File: src/sv/assert_macros.svh
// assertion macros shared by the mask run box extractor modules
// expects clk and rst_n in the scope of each use
`ifndef ASSERT_MACROS_SVH
`define ASSERT_MACROS_SVH

// property checked on every rising clock edge outside reset
`define ASSERT_CLK(label, prop, msg) \
    label: assert property (@(posedge clk) disable iff (!rst_n) prop) \
        else $error(msg);

// condition that must never be true outside reset
`define ASSERT_NEVER(label, cond, msg) \
    label: assert property (@(posedge clk) disable iff (!rst_n) !(cond)) \
        else $error(msg);

`endif

File: src/sv/mrbe_fifo.sv
// small job queue between the pixel front end and the box back end
// uses assert_macros.svh
`include "assert_macros.svh"

module mrbe_fifo #(
    parameter int WIDTH = 8,
    parameter int DEPTH = 4
) (
    input  logic             clk,
    input  logic             rst_n,
    input  logic             push,
    input  logic [WIDTH-1:0] push_data,
    output logic             full,
    input  logic             pop,
    output logic [WIDTH-1:0] pop_data,
    output logic             empty
);

    localparam int AW = (DEPTH > 1) ? $clog2(DEPTH) : 1;
    localparam logic [AW:0] DEPTH_CNT = (AW + 1)'(DEPTH);

    logic [WIDTH-1:0] slot_reg [DEPTH];
    logic [AW-1:0]    wr_ptr_reg, wr_ptr_next;
    logic [AW-1:0]    rd_ptr_reg, rd_ptr_next;
    logic [AW:0]      fill_reg, fill_next;

    assign full     = (fill_reg == DEPTH_CNT);
    assign empty    = (fill_reg == '0);
    assign pop_data = slot_reg[rd_ptr_reg];

    // pointer and fill count update
    always_comb
    begin
        wr_ptr_next = wr_ptr_reg;
        rd_ptr_next = rd_ptr_reg;
        fill_next   = fill_reg;
        if (push)
        begin
            wr_ptr_next = (wr_ptr_reg == AW'(DEPTH - 1)) ? '0 : wr_ptr_reg + AW'(1);
        end
        if (pop)
        begin
            rd_ptr_next = (rd_ptr_reg == AW'(DEPTH - 1)) ? '0 : rd_ptr_reg + AW'(1);
        end
        if (push && !pop)
        begin
            fill_next = fill_reg + (AW + 1)'(1);
        end
        else if (pop && !push)
        begin
            fill_next = fill_reg - (AW + 1)'(1);
        end
    end

    always_ff @(posedge clk or negedge rst_n)
    begin
        if (!rst_n)
        begin
            wr_ptr_reg <= '0;
            rd_ptr_reg <= '0;
            fill_reg   <= '0;
        end
        else
        begin
            wr_ptr_reg <= wr_ptr_next;
            rd_ptr_reg <= rd_ptr_next;
            fill_reg   <= fill_next;
        end
    end

    // storage, no reset
    always_ff @(posedge clk)
    begin
        if (push)
        begin
            slot_reg[wr_ptr_reg] <= push_data;
        end
    end

    `ASSERT_NEVER(a_fifo_overflow, push && full, "job pushed into a full queue")
    `ASSERT_NEVER(a_fifo_underflow, pop && empty, "job popped from an empty queue")
    `ASSERT_NEVER(a_fifo_fill_range, fill_reg > DEPTH_CNT, "queue fill count out of range")

endmodule

File: config.mk
export PLATFORM = sky130hd
export DESIGN_NAME = mrbe_fifo
export DESIGN_NICKNAME = d
export VERILOG_FILES = /design/src/sv/mrbe_fifo.sv
export VERILOG_INCLUDE_DIRS = /design/src /design/src/sv
export SDC_FILE = /design/constraint.sdc
export NUM_CORES = 1
export LEC_CHECK = 0
export BUFFER_PORTS_ARGS = -buffer_cell sky130_fd_sc_hd__buf_2
export CAP_MARGIN = 20
export CORE_AREA = 2 2 63 53
export DETAILED_ROUTE_END_ITERATION = 8
export DIE_AREA = 0 0 65 55
export PLACE_DENSITY = 0.75
export REMOVE_ABC_BUFFERS = 1
export SYNTH_ARGS = -nofsm -noshare
export SYNTH_HDL_FRONTEND = slang
export SYNTH_SLANG_ARGS = --single-unit
File: constraint.sdc
create_clock -name clk -period 1.7 [get_ports clk]
set_clock_uncertainty 0.05 [all_clocks]
set_input_delay 0.085 -clock clk [delete_from_list [all_inputs] [get_ports clk]]
set_output_delay 0.085 -clock clk [all_outputs]
set_load 0.02 [all_outputs]
* After elaboration in Yosys (flattened, before gate mapping)
Memories as Yosys holds them, arrays and structs flattened.
Cells that the tools add are included.
** Word-level totals
- Output and inout bits :: 10
- Bits in writable memories :: 32
- Word-level logic and storage cells :: 23
- Latch bits :: 0
- Bits in read-only memories :: 0
- Register bits :: 7
- Memories :: 1
** Memories
- slot_reg :: words 4, bits a word 8, rd ports 1, clocked after memory_dff 0, wr ports 1, RTL line mrbe_fifo.sv:22 : logic [WIDTH-1:0] slot_reg [DEPTH];
** Cells by class
- Magnitude comparators :: 0
- Multiply operators :: 0
- Equality and inequality tests :: 3
- Divide/modulo/power cells :: 0
- $add $sub $neg :: 4
- Shift operators :: 0
- Muxes and demuxes :: 6
- Reductions and logical operators :: 6
- Bitwise gates (word level) :: 0
** Operator list (count)
- $mux W3 :: 2
- $add A2 B1 Y2 const B :: 2
- $eq A2 B2 Y1 const B :: 2
- $mux W2 :: 2
- $add A3 B1 Y3 const B :: 1
- $eq A3 B3 Y1 const B :: 1
- $logic_not A3 Y1 :: 1
- $sub A3 B1 Y3 const B :: 1
- $logic_and A1 B1 Y1 :: 2
- $logic_not A1 Y1 :: 2
- $mux W1 :: 2
- $reduce_bool A2 Y1 :: 1

* Longest topological paths before layout
- Depth after elaboration :: 4
- Gate-level depth with buffers :: 7
- Mapped depth without buffers :: 7

* Least setup slack after synthesis
OpenSTA, ideal clock, no wires.
- Path kind :: reg-to-reg
- Start :: register fill_reg[0]
- End :: register fill_reg[2]
- Slack :: 355 ps
- Data required time :: 1571 ps
- Arrival :: 1216 ps
- Stages on the path, launching flop included :: 5
- Buffers on the path :: 0
- Cells stage by stage :: dfrtp_1 fa_1 xor2_1 nor2_1 xor2_1
** Between the ends
- Cells in the longest elaborated chain, start to end :: 3
- Elaborated cells between the ends (all ways) :: 4
- Classes of those cells :: 2 x add/sub; 2 x mux
** RTL lines
- from (decl) :: RTL line mrbe_fifo.sv:25 : logic [AW:0] fill_reg, fill_next;
- from (signal assigned) :: RTL line mrbe_fifo.sv:67 : fill_reg <= fill_next;
- $sub A3 B1 Y3 :: RTL line mrbe_fifo.sv:51 : fill_next = fill_reg - (AW + 1)'(1);
- $mux W3 :: RTL line mrbe_fifo.sv:49 : else if (pop && !push)
- $mux W3 (*) :: RTL line mrbe_fifo.sv:45 : if (push && !pop)
Every way passes the cells marked *; elsewhere a longest branch is shown, timed or not. The select of a mux whose other input is x is not followed.
A chain may end at the register's enable or synchronous reset.

* Worst setup path in the final report
- Start :: register rd_ptr_reg[0]
- End :: output pop_data[2]
** Between the ends
- Cells in the longest elaborated chain, start to end :: 1
** RTL lines
- from (decl) :: RTL line mrbe_fifo.sv:24 : logic [AW-1:0] rd_ptr_reg, rd_ptr_next;
- from (signal assigned) :: RTL line mrbe_fifo.sv:66 : rd_ptr_reg <= rd_ptr_next;
- $mem_v2 Z4 W8
- to (decl) :: RTL line mrbe_fifo.sv:15 : output logic [WIDTH-1:0] pop_data,
No other way between the ends.

==> impl_results.md <==
* Die W at 65 um
* NumNets Final at 135
* FF+latch area at 1136 um2
* Post-Syn Area at 1570 um2
* Mapped Cells at 79
* Drt wl/cell at 15.87 um
* Commonest cells after routing, fill and taps aside: edfxtp_1 (32), buf_2 (21), dlygate4sd3_1 (9), mux4_2 (8), dfrtp_1 (7)
* Initial antenna violation count at 0
* # Max-Cap Violations at 0
* Final core utilization at 65.56%
* Fmax at 603.3 MHz
* Antenna Nets Post-Route at 0
* Fin crit period at 1.657 ns
* Leak at 0.7397 nW
* Commonest non-fill, non-tap cell in the layout: edfxtp_1
* Relative slew slack at 71.28%
* Hold Path Class: in -> reg
* Final GP Congestion at 0.6700
* TritonCTS clock tree: done
* Core region area at 2950 um2
* Switching share of power at 30.65%
* Critical path class: reg -> out
* Layout area overhead at 23.19%
* Sequential share of the synthesized area at 72.35%
* Req. time, crit path at 1.56 ns
* Number of global-route vias before repair at 834
* Final Slew Violations at 0
* Share of cells above drive strength 1 at 35.04%
* Final Hold Vio Count at 0
* I/O pin count at 22
* Worst slew pin tran at 0.4307 ns
* RSZ-0062 raised after global routing: true
* CP Launch Type: register
* Power per standard cell area at 1636 nW/um2
* Worst-path clk slew at 0.07 ns
* Number of synthesized register bits at 39
* DRC at 0
* IO buf count at 21
* Antenna cells at 0
* Clk_lat worst skew at 0.28 ns
* Status: finished clean
* Dpl cell area at 1737 um2
* Initial DRC count at 30
* Maximum vdd drop at 0.9474 mV
* Fin cells at 157
* H-tree Lvls at 2
* Clock Sink Count at 39
* Clock network power share at 23.0%
* Ys Warns at 0
* Routed WL at 2.491 mm
* Initial core utilization at 53.22%
* Mean Syn Cell Area at 19.88 um2
* GRT Total Usage at 16.81%
* Reg power frac at 44.4%
* Pin count of the biggest net entering global routing at 13
* Worst-path maximum fanout at 5
* Combinational power share at 32.6%
* Grt total ovfl at 0
* Unique cell type count in the Yosys netlist at 18
* Max reg flops at 32
* Worst setup EP type: output pin
* Fill cells at 213
* R2R Setup Slk at 0.26 ns
* Site Rows at 18
* Initial DRT Pass Iterations at 4
* Cells after DPL at 140
* Die ar. at 3575 um2
* Cell Int Power at 2.194 mW
* Footprint of the multi-input gates at 399.1 um2
* Worst EP arrival at 1.52 ns
* Post-CTS Setup Inserts at 0
* Root Driver: clkbuf_8
* Sw Pwr at 969.8 uW
* Overall die height at 55 um
* Fin area at 1934 um2
* DP HPWL at 1.711 mm
* Detailed-route via count at 796
* First-pass GRT wire length at 3.995 mm
* Period utilization at 97.50%
* Vias per cell at 5.070
* Setup violators final at 0
* Clock buffer depth at 2
* Num CTS Buffers at 5
layout make-up:
cell class / count / share of cell area, %
Sequential cell: 39 / 58.73
Multi-Input combinational cell: 33 / 20.63
Timing Repair Buffer: 32 / 11.51
Clock buffer: 5 / 3.558
Tap cell: 40 / 2.587
Clock inverter: 3 / 2.005
Inverter: 5 / 0.9702
metrics by stage:
step	setup TNS, ns	power (mW)	hold WS [ns]	setup slack, ns
4_1_cts	0	3.210	0.03473	0.02519
5_1_grt	-0.01446	3.352	0.03072	-0.01149
3_5_place_dp	0	2.472	-0.1219	0.2326
3_3_place_gp	0	2.400	-0.1258	0.2895
2_1_floorplan	0	2.080	-0.2606	0.3162
6_report	0	3.164	0.03988	0.04257
kinds of logic (layout without fill, tap and decap cells):
logic type,Yosys count,after routing,synth area share (%)
AND/OR/NAND/NOR,10,10,3.426
AO/OA/AOI/OAI,2,2,0.6375
flip-flops,39,39,72.35
XOR/XNOR,3,3,1.674
adder cells (fa/ha/maj),7,7,6.056
buffers and inverters,7,45,2.231
multiplexers,11,11,13.63
final timing paths:
| path | endpoint | cells past startpoint | from |
|---|---|---|---|
| setup / recovery | pop_data[2] | 3 | rd_ptr_reg[0] |
| hold / removal | rd_ptr_reg[1] | 2 | pop |
| setup reg to reg | slot_reg[0][6] | 3 | wr_ptr_reg[0] |
| hold reg to reg | fill_reg[2] | 1 | fill_reg[2] |
| max in group asynchronous | fill_reg[0] | 2 | rst_n |
| min in group asynchronous | fill_reg[2] | 2 | rst_n |
power by group through the flow:
stage	Sequential [mW]	Clock (mW)	Combinational (mW)
after floorplan	1.42	0	0.660
after global placement	1.41	0	0.989
after detailed placement	1.43	0	1.04
after CTS	1.41	0.739	1.06
after global routing	1.43	0.778	1.14
final	1.40	0.728	1.03
critical path, cell delays in order, from the launching register on:
cell and delay, ns:
dfrtp_1 0.40, buf_4 0.17, mux4_2 0.50, buf_2 0.17
layer usage:
layer / vias to the layer above / GRT usage (%) / routed length (um)
li1: 371 / - / -
met1: 408 / 18.19 / 1050
met2: 15 / 30.58 / 1314
met3: 2 / 6.073 / 108
met4: 0 / 7.447 / 17
met5: - / 0 / 0
synthesized netlist by cell type, drive strengths merged:
| master | number | area (um2) |
|---|---|---|
| and2 | 4 | 25.02 |
| buf | 2 | 16.26 |
| dfrtp | 7 | 175.2 |
| edfxtp | 32 | 960.9 |
| fa | 1 | 20.02 |
| ha | 6 | 75.07 |
| inv | 5 | 18.77 |
| mux2 | 3 | 33.78 |
| mux4 | 8 | 180.2 |
| nand2 | 1 | 3.750 |
| nand3 | 1 | 5.000 |
| nor2 | 2 | 7.510 |
| nor3 | 1 | 5.000 |
| nor3b | 1 | 7.510 |
| o21ai | 2 | 10.01 |
| xnor2 | 1 | 8.760 |
| xor2 | 2 | 17.52 |
timing repair:
action	4_1_cts	5_1_grt
setup endpoints to repair	0	2
hold buffers	9	0
endpoints found under the hold margin	39	0
resized for setup	0	0
No activity file was read; power rests on OpenSTA's default activity.
