===== config.mk =====
export PLATFORM = sky130hd
export DESIGN_NAME = mrbe_front
export DESIGN_NICKNAME = d
export VERILOG_FILES = /design/src/sv/assert_macros.svh /design/src/sv/mrbe_pkg.sv /design/src/sv/mrbe_front.sv
export SDC_FILE = /design/constraint.sdc
export NUM_CORES = 1
export LEC_CHECK = 0
export ABC_AREA = 1
export BUFFER_PORTS_ARGS = -buffer_cell sky130_fd_sc_hd__buf_2
export CAP_MARGIN = 10
export CORE_MARGIN = 3
export CORE_UTILIZATION = 54
export CTS_BUF_LIST = sky130_fd_sc_hd__clkbuf_2
export CTS_CLUSTER_DIAMETER = 80
export CTS_CLUSTER_SIZE = 40
export DETAILED_ROUTE_END_ITERATION = 16
export PLACE_DENSITY = 0.78
export SLEW_MARGIN = 20
export SYNTH_ARGS = -nofsm -noshare
export SYNTH_HDL_FRONTEND = slang
export SYNTH_SLANG_ARGS = --single-unit
export TNS_END_PERCENT = 1

===== constraint.sdc =====
create_clock -name clk -period 3.4 [get_ports clk]
set_clock_uncertainty 0.2 [all_clocks]
set_input_delay 0.17 -clock clk [delete_from_list [all_inputs] [get_ports clk]]
set_output_delay 0.17 -clock clk [all_outputs]
set_load 0.01 [all_outputs]

===== src/sv/assert_macros.svh =====
// assertion macros shared by the mask run box extractor modules
// expects clk and rst_n in the scope of each use
`ifndef ASSERT_MACROS_SVH
`define ASSERT_MACROS_SVH

// property checked on every rising clock edge outside reset
`define ASSERT_CLK(label, prop, msg) \
    label: assert property (@(posedge clk) disable iff (!rst_n) prop) \
        else $error(msg);

// condition that must never be true outside reset
`define ASSERT_NEVER(label, cond, msg) \
    label: assert property (@(posedge clk) disable iff (!rst_n) !(cond)) \
        else $error(msg);

`endif


===== src/sv/mrbe_pkg.sv =====
// shared types, field widths and codes for the mask run box extractor
// no dependencies
package mrbe_pkg;

    // default sizing
    localparam int MAX_BOXES_DEF  = 256;
    localparam int COORD_BITS_DEF = 12;
    localparam int FIFO_DEPTH     = 4;

    // port field widths
    localparam int IMG_W_W  = 13;
    localparam int CLASS_W  = 2;
    localparam int KIND_W   = 2;
    localparam int INDEX_W  = 8;
    localparam int LEFT_W   = 12;
    localparam int TOP_W    = 12;
    localparam int BWIDTH_W = 13;
    localparam int HEIGHT_W = 13;

    localparam logic [IMG_W_W-1:0] IMAGE_WIDTH_RST = 13'd640;
    localparam logic [INDEX_W-1:0] DROP_INDEX      = 8'd255;

    // pixel classes
    localparam logic [CLASS_W-1:0] PIX_BLACK = 2'd0;
    localparam logic [CLASS_W-1:0] PIX_WHITE = 2'd1;

    // result event codes
    typedef enum logic [KIND_W-1:0] {
        EV_NEW  = 2'd0,
        EV_GROW = 2'd1,
        EV_DROP = 2'd2
    } mrbe_event_t;

    // back end sequencer
    typedef enum logic [2:0] {
        BK_CLEAR,
        BK_IDLE,
        BK_COL,
        BK_CHK,
        BK_SRD,
        BK_SCK,
        BK_EMIT
    } mrbe_state_t;

    // control part of one queued job
    typedef struct packed {
        logic clear;    // frame start: empty the box table
        logic close;    // a run closed on this pixel
        logic wrapped;  // row counter wrapped in this frame
    } mrbe_job_ctl_t;

endpackage


===== src/sv/mrbe_front.sv =====
// pixel front end: image width register, column/row/run tracking, job issue
// depends on mrbe_pkg
module mrbe_front #(
    parameter int COORD_BITS = mrbe_pkg::COORD_BITS_DEF
) (
    input  logic                         clk,
    input  logic                         rst_n,
    input  logic                         cfg_wr_en,
    input  logic [mrbe_pkg::IMG_W_W-1:0] cfg_wr_data,
    input  logic                         in_valid,
    output logic                         in_ready,
    input  logic [mrbe_pkg::CLASS_W-1:0] pixel_class,
    input  logic                         frame_start,
    input  logic                         init_done,
    input  logic                         push_full,
    output logic                         push_valid,
    output mrbe_pkg::mrbe_job_ctl_t      push_ctl,
    output logic [COORD_BITS-1:0]        push_start,
    output logic [COORD_BITS:0]          push_width,
    output logic [COORD_BITS-1:0]        push_row
);

    import mrbe_pkg::*;

    localparam int CW     = COORD_BITS;
    localparam int SPAN_I = 1 << CW;
    localparam int CMP_W  = (IMG_W_W > CW + 1) ? IMG_W_W : CW + 1;
    localparam logic [CW:0]      SPAN   = SPAN_I[CW:0];
    localparam logic [CMP_W-1:0] SPAN_X = SPAN_I[CMP_W-1:0];

    logic [IMG_W_W-1:0] img_w_reg;
    logic [CW-1:0]      column_reg, column_next;
    logic [CW-1:0]      row_reg, row_next;
    logic               run_open_reg, run_open_next;
    logic [CW-1:0]      run_start_reg, run_start_next;
    logic [CW:0]        run_width_reg, run_width_next;
    logic               wrapped_reg, wrapped_next;

    logic [CMP_W-1:0] img_w_x;
    logic [CMP_W-1:0] eff_w;
    logic             accept;
    logic             last_col;
    logic             close;
    logic [CW-1:0]    col_c;
    logic [CW-1:0]    row_c;
    logic             open_c;
    logic [CW-1:0]    start_c;
    logic [CW:0]      width_c;
    logic             wrap_c;

    assign in_ready = init_done && !push_full;
    assign accept   = in_valid && in_ready;

    // image width clamped to 1 .. 2^COORD_BITS
    always_comb
    begin
        img_w_x = CMP_W'(img_w_reg);
        if (img_w_reg == '0)
        begin
            eff_w = CMP_W'(1);
        end
        else if (img_w_x > SPAN_X)
        begin
            eff_w = SPAN_X;
        end
        else
        begin
            eff_w = img_w_x;
        end
    end

    // run tracking for the pixel on the input
    always_comb
    begin
        col_c   = frame_start ? '0 : column_reg;
        row_c   = frame_start ? '0 : row_reg;
        open_c  = frame_start ? 1'b0 : run_open_reg;
        start_c = frame_start ? '0 : run_start_reg;
        width_c = frame_start ? '0 : run_width_reg;
        wrap_c  = frame_start ? 1'b0 : wrapped_reg;

        last_col = (CMP_W'(col_c) >= eff_w - CMP_W'(1));

        run_open_next  = open_c;
        run_start_next = start_c;
        run_width_next = width_c;
        if (pixel_class == PIX_WHITE)
        begin
            if (!open_c)
            begin
                run_open_next  = 1'b1;
                run_start_next = col_c;
                run_width_next = (CW + 1)'(1);
            end
            else if (width_c < SPAN)
            begin
                run_width_next = width_c + (CW + 1)'(1);
            end
        end

        close = run_open_next && ((pixel_class == PIX_BLACK) || last_col);

        push_ctl.clear   = frame_start;
        push_ctl.close   = close;
        push_ctl.wrapped = wrap_c;
        push_start       = run_start_next;
        push_width       = run_width_next;
        push_row         = row_c;
        push_valid       = accept && (frame_start || close);

        if (close)
        begin
            run_open_next  = 1'b0;
            run_width_next = '0;
        end

        // advance coordinates
        wrapped_next = wrap_c;
        if (last_col)
        begin
            column_next = '0;
            row_next    = row_c + CW'(1);
            if (row_c == '1)
            begin
                wrapped_next = 1'b1;
            end
        end
        else
        begin
            column_next = col_c + CW'(1);
            row_next    = row_c;
        end
    end

    // configuration register
    always_ff @(posedge clk or negedge rst_n)
    begin
        if (!rst_n)
        begin
            img_w_reg <= IMAGE_WIDTH_RST;
        end
        else if (cfg_wr_en)
        begin
            img_w_reg <= cfg_wr_data;
        end
    end

    // scan state, updated on each input transfer
    always_ff @(posedge clk or negedge rst_n)
    begin
        if (!rst_n)
        begin
            column_reg    <= '0;
            row_reg       <= '0;
            run_open_reg  <= 1'b0;
            run_start_reg <= '0;
            run_width_reg <= '0;
            wrapped_reg   <= 1'b0;
        end
        else if (accept)
        begin
            column_reg    <= column_next;
            row_reg       <= row_next;
            run_open_reg  <= run_open_next;
            run_start_reg <= run_start_next;
            run_width_reg <= run_width_next;
            wrapped_reg   <= wrapped_next;
        end
    end

endmodule


# == Yosys cells after proc, flatten, opt, wreduce, memory -nomap -nowiden ==
# Index checks and enable logic that the tools add are counted.
# totals
register_bits,64
latch_bits,0
ram_bits,0
mem_bits_ro,0
inputBits,22
output_inout_bits,42
elab_cells,45
memories,0
# classes
add_sub_neg,4
mul,0
div,0
order_cmp,3
n_eq_ne,2
shifts,0
muxes,20
bitwise,0
reduce_logical,9
# op_table
op,n
two-way mux 13 bit,7
two-way mux 12 bit,7
adder 12 x 1 -> 12 bit (second input constant),2
adder 13 x 1 -> 13 bit (second input constant),1
greater-or-equal comparator 12 x 13 -> 1 bit,1
> comparator 13 bit (second input constant),1
zero test 13 bit,1
< comparator 13 bit (second input constant),1
subtractor 13 x 1 -> 13 bit (second input constant),1
== test 12 bit (second input constant),1
two-way mux 1 bit,6
logical AND 1 bit,4
== test 2 x 1 -> 1 bit (second input constant),1
zero test 2 bit,1
logical OR 1 bit,2
zero test 1 bit,1

# == Depth between registers and ports, before layout ==
# Gate-level depths: netlist (run 1).
# depth
word_depth,9
ltp_mapped,29
ltp_nobuf,27

# == Least setup slack after synthesis (run 1) ==
# OpenSTA, ideal clock, no wires.
# synth_path
kind,reg-to-output
start,register img_w_reg[7]
end,output port push_ctl[1] in the netlist's numbering
arrival_ns,3.062
required_time_ns,3.030
setup_slack_ns,-0.032
stages_incl_launch_ff,29
path_buffers,3
cell_sequence,dfstp_2 > nor2_1 > nand2_1 > nor2_1 > nand2_1 > nand2_1 > buf_2 > nand2_1 > ha_1 > nand2_1 > nor2_1 > xor2_1 > ha_1 > nand2_1 > inv_1 > a21oi_1 > nand2_1 > nor2_1 > nand2_1 > nand2_1 > nand2_1 > nand2_1 > nand2_1 > nand2_4 > nand2_2 > nand2_2 > buf_6 > inv_2 > buf_4
# synth_between
elab_chain_len,7
elab_cells_between_ends,8
cone_classes,add/sub: 1; order compare: 2; mux: 2; reduce/logical: 3
# synth_lines
element,line,text
start: declaration,mrbe_front.sv:31,logic [IMG_W_W-1:0] img_w_reg;
start signal: assignment,mrbe_front.sv:144,img_w_reg <= cfg_wr_data;
> comparator 13 bit,mrbe_front.sv:62,else if (img_w_x > SPAN_X)
two-way mux 13 bit,mrbe_front.sv:62,
two-way mux 13 bit *,mrbe_front.sv:58,if (img_w_reg == '0)
subtractor 13 x 1 -> 13 bit *,mrbe_front.sv:82,last_col = (CMP_W'(col_c) >= eff_w - CMP_W'(1));
greater-or-equal comparator 12 x 13 -> 1 bit *,mrbe_front.sv:82,
logical OR 1 bit *,mrbe_front.sv:101,close = run_open_next && ((pixel_class == PIX_BLACK) || last_col);
logical AND 1 bit *,mrbe_front.sv:101,
end: declaration,mrbe_front.sv:17,"output mrbe_pkg::mrbe_job_ctl_t push_ctl,"
# Mark *: on every way between the ends. The rest lies on a longest branch, timed or not.

==> flow_summary.toml, run 1 <==
[yosys]
synth_seq_cells = 64
synth_top_area_frac = 0.344
yosysUniqueCellTypes = 34
yosysTopAreaCell = "dfrtp_1"
synth_edf_count = 0
synthArstFlopShare = 1.00
yosysMostFrequentCell = "nand2_1"
synthCells = 688
synthTopCellsByArea = "dfrtp_1, nand2_1, inv_1, nor2_1, nand3_1"
synth_common_cells = "nand2_1, inv_1, nor2_1, dfrtp_1, nand3_1"
syn_nets = 726
synth_area_um2 = 4510
syn_area_per_cell_um2 = 6.56
yosysWarnings = 0
synth.yosys.seq_area_share = 0.356
synthFlopType = "dfrtp_1"

[cts]
clock_latency_ps = 550
root_buffer = "clkbuf_2"
clkSinkCount = 64
cts_tree = "yes"
cts_buffers = 9
cts_buffer_depth = 2
path_clk_slew_ps = 210
cts.htree.levels = 3

[route]
totalWireLength_um = 12500
via_per_inst = 5.39
num_vias = 4888
wl_per_cell_um = 13.8
drc_errors = 0
dr.pass1.iters = 8
dr.first_iter.drc_count = 269
ant_nets = 0

[critical_path]
crit_cells = 26
crit_buf_inv = 5
path_delay_family = "simple AND/OR/NAND/NOR gates"
reg2reg_to = "row_reg[5]$_DFFE_PN0P_"
critPathCaptureType = "output port"
rrSetupSlack_ps = -100
setup.worst_path.start = "img_w_reg[9]$_DFFE_PN1P_"
cp-endpoint = "push_ctl[1]"
critPathArrivalTime_ps = 3570
max_stage_delay_ps = 590
slowest_stage = "dfstp_2"
r2r_start = "img_w_reg[9]$_DFFE_PN1P_"
path_class = "reg2out"
r2r_cells = 27
critPathLaunchType = "register"
cp_max_fo = 7
required_ps = 3030

[outcome]
status = "finished, violations left"
violations = "negative setup slack"

[pwr]
power_density_nw_per_um2 = 316
p_sw_frac = 0.347
p_int_mw = 1.16
p_total_mw = 1.78
seqPwrFrac = 0.470
power.switching_mw = 0.618
peakVddDrop_mv = 0.315
p_leak_nw = 3.07
power_frac_clock = 0.254
combPwrFrac = 0.276

[grt]
grt-ovfl-total = 0
antenna_found_initial = 0
track_usage = 0.265
grt_first_pass_wirelength_um = 21000
grt_pass1_vias = 4579
grt_max_degree = 50

[floorplan]
ioPinCount = 64
rows = 32
die_area_um2 = 9490
die_x_um = 97.4
core_um2 = 7930
initial_utilization = 0.569
fp.dieH_um = 97.4

[layout]
post-route-util = 0.711
design_area_um2 = 5640
fillers = 651
num-nets-final = 839
fin_cells = 907
multi_input_area_um2 = 2500
n_antenna_cell = 0
drive_gt1_frac = 0.198
synthToLayoutAreaGrowth_pct = 25.0
seqCellArea_um2 = 1600

[place]
io_buffers = 63
postPlaceCellArea_um2 = 4960
preCtsSetupSlack_ps = -71.6
place.gp.congestion = 0.891
placed_cells = 844
dp_hpwl_um = 8060

[hold_path]
hp-class = "in2reg"
hold_depth = 5

[sta]
slew-limit-headroom = 0.410
post-route-period-util = 1.16
rsz0062_at_grt = "true"
finalHoldViolCount = 0
slew_viol_final = 0
worst_pin_slew_ps = 882
final.setup.tns_ps = -2540
fmax_mhz = 254
worst_slack_ps = -544
setup_viol = 23
whs_ps = 66.5
min_period_ps = 3940

[run]
maxCapViolCount = 0
-- power groups by stage --
stage | Combinational, mW | Clock, mW | Sequential (mW)
after floorplan | 0.256 | 0 | 0.846
after global placement | 0.362 | 0 | 0.848
after detailed placement | 0.380 | 0 | 0.849
after CTS | 0.448 | 0.456 | 0.835
after global routing | 0.544 | 0.489 | 0.845
final | 0.492 | 0.452 | 0.838
-- what timing repair did --
| item | 4_1_cts | 5_1_grt |
|---|---|---|
| hold buffers | 39 | 0 |
| hold endpoints to repair | 66 | 0 |
| pin swaps | 12 | 19 |
| endpoints found under the setup margin | 23 | 41 |
| setup buffers | 5 | 4 |
| cloned | 0 | 0 |
| gates resized for setup | 17 | 21 |
-- metal layers --
layer	vias up	wire length, um	track usage
li1	2381	-	-
met1	2286	5090	0.330
met2	186	6320	0.455
met3	35	819	0.0596
met4	0	311	0.0831
met5	-	0	0
-- worst min-delay path by stage --
stage,from,slack (ps),endpoint
final,in_valid,70,run_width_reg[12]$_DFFE_PN0P_
after global routing,in_valid,80,run_width_reg[1]$_DFFE_PN0P_
after CTS,in_valid,50,run_width_reg[10]$_DFFE_PN0P_
after detailed placement,rst_n,-30,run_start_reg[10]$_DFFE_PN0P_
after global placement,rst_n,-40,run_start_reg[7]$_DFFE_PN0P_
after floorplan,rst_n,-330,column_reg[0]$_DFFE_PN0P_
-- cell usage in the layout (no fill, tap or decap), types with 8 or more instances in the layout --
cell type and instances:
inv_1 91, nand2_1 213, dfrtp_1 62, nand2_2 9, dlygate4sd3_1 39, nor3_1 13
inv_2 8, nor2_1 81, nand4_1 17, buf_2 63, buf_4 26, ha_1 15
nand3_1 45, o21ai_1 18, o21ai_0 21, clkbuf_2 9
-- kinds of logic (layout without fill, tap and decap cells) --
group                      count (synthesis)  after routing  synth area share
and+or+nand+nor                          406            406             0.382
buffers and inverters                    129            246             0.117
DFF                                       64             64             0.356
AOI/OAI and AO/OA                         58             58            0.0685
adders and majority gates                 16             16            0.0444
xor gates and xnor gates                  10             10            0.0194
muxes                                      5              5            0.0125
-- tightest hold or removal path, cell delays in order --
cell	delay (ps)
buf_2	80
nand2_1	80
buf_4	300
nand2_1	110
nand2_1	50
-- layout make-up --
cell class / count / area share
inverters: 100 / 0.0670
repair buffers: 131 / 0.166
well taps: 102 / 0.0226
clock inverters: 6 / 0.00910
multi-input cells: 495 / 0.443
clock buffers: 9 / 0.00799
flip-flops and latches: 64 / 0.284
(Power assumes the default switching activity.)
==> run 2: changes to the inputs <==
Settings changed: ABC_AREA 1 to 0.
==> flow_summary.toml, run 2 <==
[place]
io_buffers = 63
dp_hpwl_um = 7880
placed_cells = 696
place.gp.congestion = 0.928

[sta]
finalHoldViolCount = 0
whs_ps = 21.2
post-route-period-util = 1.19
slew_viol_final = 0
setup_viol = 40
fmax_mhz = 248
final.setup.tns_ps = -7810
worst_slack_ps = -635
slew-limit-headroom = 0.465
worst_pin_slew_ps = 802
rsz0062_at_grt = "true"
min_period_ps = 4030

[critical_path]
path_class = "reg2out"
critPathArrivalTime_ps = 3660
critPathCaptureType = "output port"
cp_max_fo = 6
required_ps = 3030
critPathLaunchType = "register"

[route]
via_per_inst = 5.91
dr.pass1.iters = 4
drc_errors = 0
wl_per_cell_um = 16.4
totalWireLength_um = 12500
ant_nets = 0
num_vias = 4506
dr.first_iter.drc_count = 357

[grt]
grt_max_degree = 67
grt_pass1_vias = 4291
grt_first_pass_wirelength_um = 20000
antenna_found_initial = 0
grt-ovfl-total = 0
track_usage = 0.273

[yosys]
synthFlopType = "dfrtp_1"
synth_top_area_frac = 0.354
synthArstFlopShare = 1.00
synth.yosys.seq_area_share = 0.366
yosysMostFrequentCell = "nand2_1"
synthTopCellsByArea = "dfrtp_1, nand2_1, ha_1, nor2b_1, a21oi_1"
synth_area_um2 = 4390
synth_common_cells = "nand2_1, dfrtp_1, nor2_1, nor2b_1, a21oi_1"
synth_seq_cells = 64
synthCells = 525
synth_edf_count = 0
yosysTopAreaCell = "dfrtp_1"
syn_nets = 563
yosysUniqueCellTypes = 65
yosysWarnings = 0
syn_area_per_cell_um2 = 8.36

[floorplan]
initial_utilization = 0.562
die_area_um2 = 9240
die_x_um = 96.1
fp.dieH_um = 96.1
ioPinCount = 64
core_um2 = 7810
rows = 32

[pwr]
peakVddDrop_mv = 0.284
power_density_nw_per_um2 = 339
p_leak_nw = 2.76

[layout]
num-nets-final = 693
n_antenna_cell = 0
drive_gt1_frac = 0.315
mostFrequentLayoutCells = "nand2_1, buf_2, dfrtp_1"
synthToLayoutAreaGrowth_pct = 34.0
layout_commonest_cell = "nand2_1"
fin_cells = 762

[outcome]
violations = "negative setup slack"
status = "finished, violations left"

[run]
maxCapViolCount = 0

[cts]
cts.htree.levels = 3
path_clk_slew_ps = 200
clkSinkCount = 64
root_buffer = "clkbuf_2"
cts_tree = "yes"
clock_latency_ps = 540
cts_buffer_depth = 2
cts_buffers = 9

[hold_path]
hp-class = "in2async"
run 2: changes by cell type in the layout (fill, tap and decap cells not counted), sizes merged, moves of 15 or more:
| cell | delta |
|---|---|
| a21oi | +26 |
| a22o | +15 |
| buf | +32 |
| inv | -91 |
| nand2 | -126 |
| nand3 | -33 |
| nor2 | -57 |
| nor2b | +32 |
| o21ai | -15 |
run 2: report_power, final:
| group | total (mW) | internal, mW | switching, mW |
|---|---|---|---|
| sequential | 0.865 | 0.809 | 0.0559 |
| combinational | 0.504 | 0.239 | 0.265 |
| clock | 0.624 | 0.318 | 0.306 |
| total | 1.99 | 1.37 | 0.627 |
run 2: cell type report:
cell class / count / area [um^2]
clock buffers: 10 / 50.0
inverters: 9 / 36.3
well taps: 102 / 128
flip-flops and latches: 64 / 1610
repair buffers: 154 / 1130
multi-input cells: 417 / 2820
fillers: 537 / 1930
clock inverters: 6 / 108
run 2: worst max-delay path, cell delays in order (launching register included):
cell and delay [ps]:
dfrtp_1 440, buf_4 140, buf_4 150, or3_4 400
o41ai_2 310, o21ai_1 130, a2bb2oi_1 160, ha_2 320
a2111oi_4 310, o21ai_2 130, buf_4 170, o21ai_4 160
buf_6 120, o21ai_2 50, buf_2 140
run 2: worst paths after layout:
kind / to / slack, ps / start / depth (start not counted)
min in group clk: row_reg[7]$_DFFE_PN0P_ / 120 / in_valid / 3
hold reg to reg: run_start_reg[6]$_DFFE_PN0P_ / 300 / run_start_reg[6]$_DFFE_PN0P_ / 2
max in group asynchronous: column_reg[10]$_DFFE_PN0P_ / 2060 / rst_n / 3
setup / recovery: push_ctl[1] / -630 / img_w_reg[2]$_DFFE_PN0P_ / 14
hold / removal: row_reg[0]$_DFFE_PN0P_ / 20 / rst_n / 2
setup reg to reg: column_reg[6]$_DFFE_PN0P_ / -320 / img_w_reg[2]$_DFFE_PN0P_ / 13
run 2: kinds of logic after synthesis:
logic type / share of synthesized area
AO/OA/AOI/OAI: 0.175
buffers and inverters: 0.0456
AND/OR/NAND/NOR: 0.293
flip-flops: 0.366
XOR/XNOR: 0.0280
adder cells (fa/ha/maj): 0.0456
multiplexers: 0.0471
run 2: repair_timing:
action	in CTS	in global routing
pin swaps	32	20
buffers inserted	13	7
hold buffers	30	0
endpoints found under the hold margin	51	0
resized for setup	43	27
endpoints found under the setup margin	41	41
cloned	0	0
run 2: per-layer routing:
| layer | wire length (um) | global-route usage | vias to the layer above |
|---|---|---|---|
| met4 | 350 | 0.0853 | 0 |
| li1 | - | - | 2107 |
| met5 | 0 | 0 | - |
| met2 | 6290 | 0.476 | 195 |
| met3 | 730 | 0.0500 | 37 |
| met1 | 5140 | 0.340 | 2167 |
run 2: through the flow:
stage	utilization	instance area, um^2	power [mW]	setup WS [ps]
finish	0.753	5880	1.99	-635
global route	0.753	5880	2.09	-814
CTS	0.733	5730	1.94	-526
detailed placement	0.643	5020	1.27	-285
global placement	0.643	5020	1.25	-113
floorplan	-	4430	1.12	-115
==> run 3: changes to the inputs <==
Settings changed: CORE_ASPECT_RATIO from default to 1.2.
==> flow_summary.toml, run 3 (synthesized netlist as in run 2, its figures left out) <==
[pwr]
p_total_mw = 1.71
power_density_nw_per_um2 = 306
p_leak_nw = 2.64
peakVddDrop_mv = 0.215

[route]
dr.first_iter.drc_count = 321
dr.pass1.iters = 5
totalWireLength_um = 11700
via_per_inst = 5.81
num_vias = 4312
wl_per_cell_um = 15.7
drc_errors = 0
ant_nets = 0

[critical_path]
path_cells = "buf_4 -> buf_4 -> or3_1 -> nor3_1 -> xor2_1 -> nor2_1 -> ha_1 -> nand4_1 -> nor2_1 -> o2bb2ai_1 -> buf_4 -> o21a_4 -> o21ai_1 -> a21oi_1 -> buf_2"
critPathCaptureType = "output port"
crit_buf_inv = 4
critPathLaunchType = "register"
slowest_stage = "dfrtp_1"
required_ps = 3030
path_class = "reg2out"
max_stage_delay_ps = 450
cp_max_fo = 5
path_delay_family = "simple AND/OR/NAND/NOR gates"
critPathArrivalTime_ps = 3580
path_common_cell = "buf_4"

[sta]
setup_viol = 36
slew_viol_final = 0
finalHoldViolCount = 0
worst_pin_slew_ps = 875
min_period_ps = 3950
worst_slack_ps = -551
rsz0062_at_grt = "true"
slew-limit-headroom = 0.417
fmax_mhz = 253
post-route-period-util = 1.16

[floorplan]
core_um2 = 7790
initial_utilization = 0.563
die_x_um = 88.3
die_area_um2 = 9250
rows = 35
ioPinCount = 64
fp.dieH_um = 105

[layout]
layout_commonest_cell = "nand2_1"
num-nets-final = 684
fillers = 587
mostFrequentLayoutCells = "nand2_1, buf_2, dfrtp_1"
fin_cells = 742
drive_gt1_frac = 0.282
synthToLayoutAreaGrowth_pct = 27.1
n_antenna_cell = 0

[run]
maxCapViolCount = 0

[grt]
grt-ovfl-total = 0
antenna_found_initial = 0
track_usage = 0.265
grt_first_pass_wirelength_um = 19900
grt_pass1_vias = 4276
grt_max_degree = 38

[cts]
path_clk_slew_ps = 180
clkSinkCount = 64
cts_tree = "yes"
cts_buffers = 9
cts_buffer_depth = 2
cts.htree.levels = 3
clock_latency_ps = 510
root_buffer = "clkbuf_2"

[outcome]
violations = "negative setup slack"
status = "finished, violations left"

[place]
preCtsSetupSlack_ps = -207
dp_hpwl_um = 7810
io_buffers = 63
placed_cells = 687
place.gp.congestion = 0.881

[hold_path]
hp-class = "in2reg"
run 3: changes by cell type in the layout (fill, tap and decap cells not counted), moves of 2 or more:
| cell | previous run | this run |
|---|---|---|
| bufinv_16 | 3 | 0 |
| buf_6 | 9 | 2 |
| o21ai_1 | 10 | 8 |
| a21oi_2 | 3 | 1 |
| o21ai_0 | 7 | 13 |
| a21oi_1 | 28 | 30 |
| o21ai_2 | 9 | 5 |
| nor3_2 | 6 | 4 |
| nor3_1 | 17 | 20 |
run 3: per-stage QoR:
| step | area [um^2] | utilization | TNS [ps] | hold WS (ps) |
|---|---|---|---|---|
| 2_1_floorplan | 4430 | - | -848 | -326 |
| 3_3_place_gp | 5000 | 0.642 | -1670 | 108 |
| 3_5_place_dp | 5000 | 0.642 | -4520 | 120 |
| 4_1_cts | 5500 | 0.706 | -4790 | 20.7 |
| 5_1_grt | 5580 | 0.715 | -12100 | 82.5 |
| 6_report | 5580 | 0.715 | -7200 | 60.4 |
run 3: report_power, final:
| group | internal [mW] | switching [mW] | total [mW] |
|---|---|---|---|
| Clock | 0.0880 | 0.283 | 0.371 |
| Sequential | 0.809 | 0.0544 | 0.863 |
| Combinational | 0.226 | 0.246 | 0.472 |
run 3: path summary, 6_finish.rpt:
kind | startpoint | end | slack (ps) | cells after the start
min in group asynchronous | rst_n | run_width_reg[4]$_DFFE_PN0P_ | 80 | 2
worst max-delay path | img_w_reg[3]$_DFFE_PN0P_ | push_valid | -550 | 15
worst min-delay path | in_valid | row_reg[8]$_DFFE_PN0P_ | 60 | 3
max in group asynchronous | rst_n | column_reg[10]$_DFFE_PN0P_ | 1990 | 3
worst min register to register | row_reg[7]$_DFFE_PN0P_ | row_reg[7]$_DFFE_PN0P_ | 300 | 1
worst max register to register | img_w_reg[3]$_DFFE_PN0P_ | run_width_reg[12]$_DFFE_PN0P_ | -290 | 17
run 3: area by class of cell:
cell class	count	area (um^2)	share of cell area
Sequential cell	64	1610	0.288
Multi-Input combinational cell	417	2720	0.488
Clock inverter	5	25.0	0.00449
Timing Repair Buffer	145	1020	0.184
Inverter	9	33.8	0.00606
Clock buffer	10	50.0	0.00897
Tap cell	92	115	0.0206
run 3: layer usage:
layer	part of all wire	vias up	GRT usage	wire (um)
met2	0.52	118	0.455	6050
met3	0.040	21	0.0355	471
met1	0.42	2087	0.332	4900
li1	-	2086	-	-
met5	0	-	0	0
met4	0.020	0	0.0961	228
run 3: tightest hold or removal path: stages:
cell      delay [ps]
buf_2            110
and2_1           250
o211ai_1         200
run 3: what timing repair did:
action	in CTS	in global routing
hold buffers	29	0
gates resized for setup	20	18
pin swaps	23	11
hold endpoints to repair	48	0
setup endpoints to repair	37	41
buffers inserted	9	2
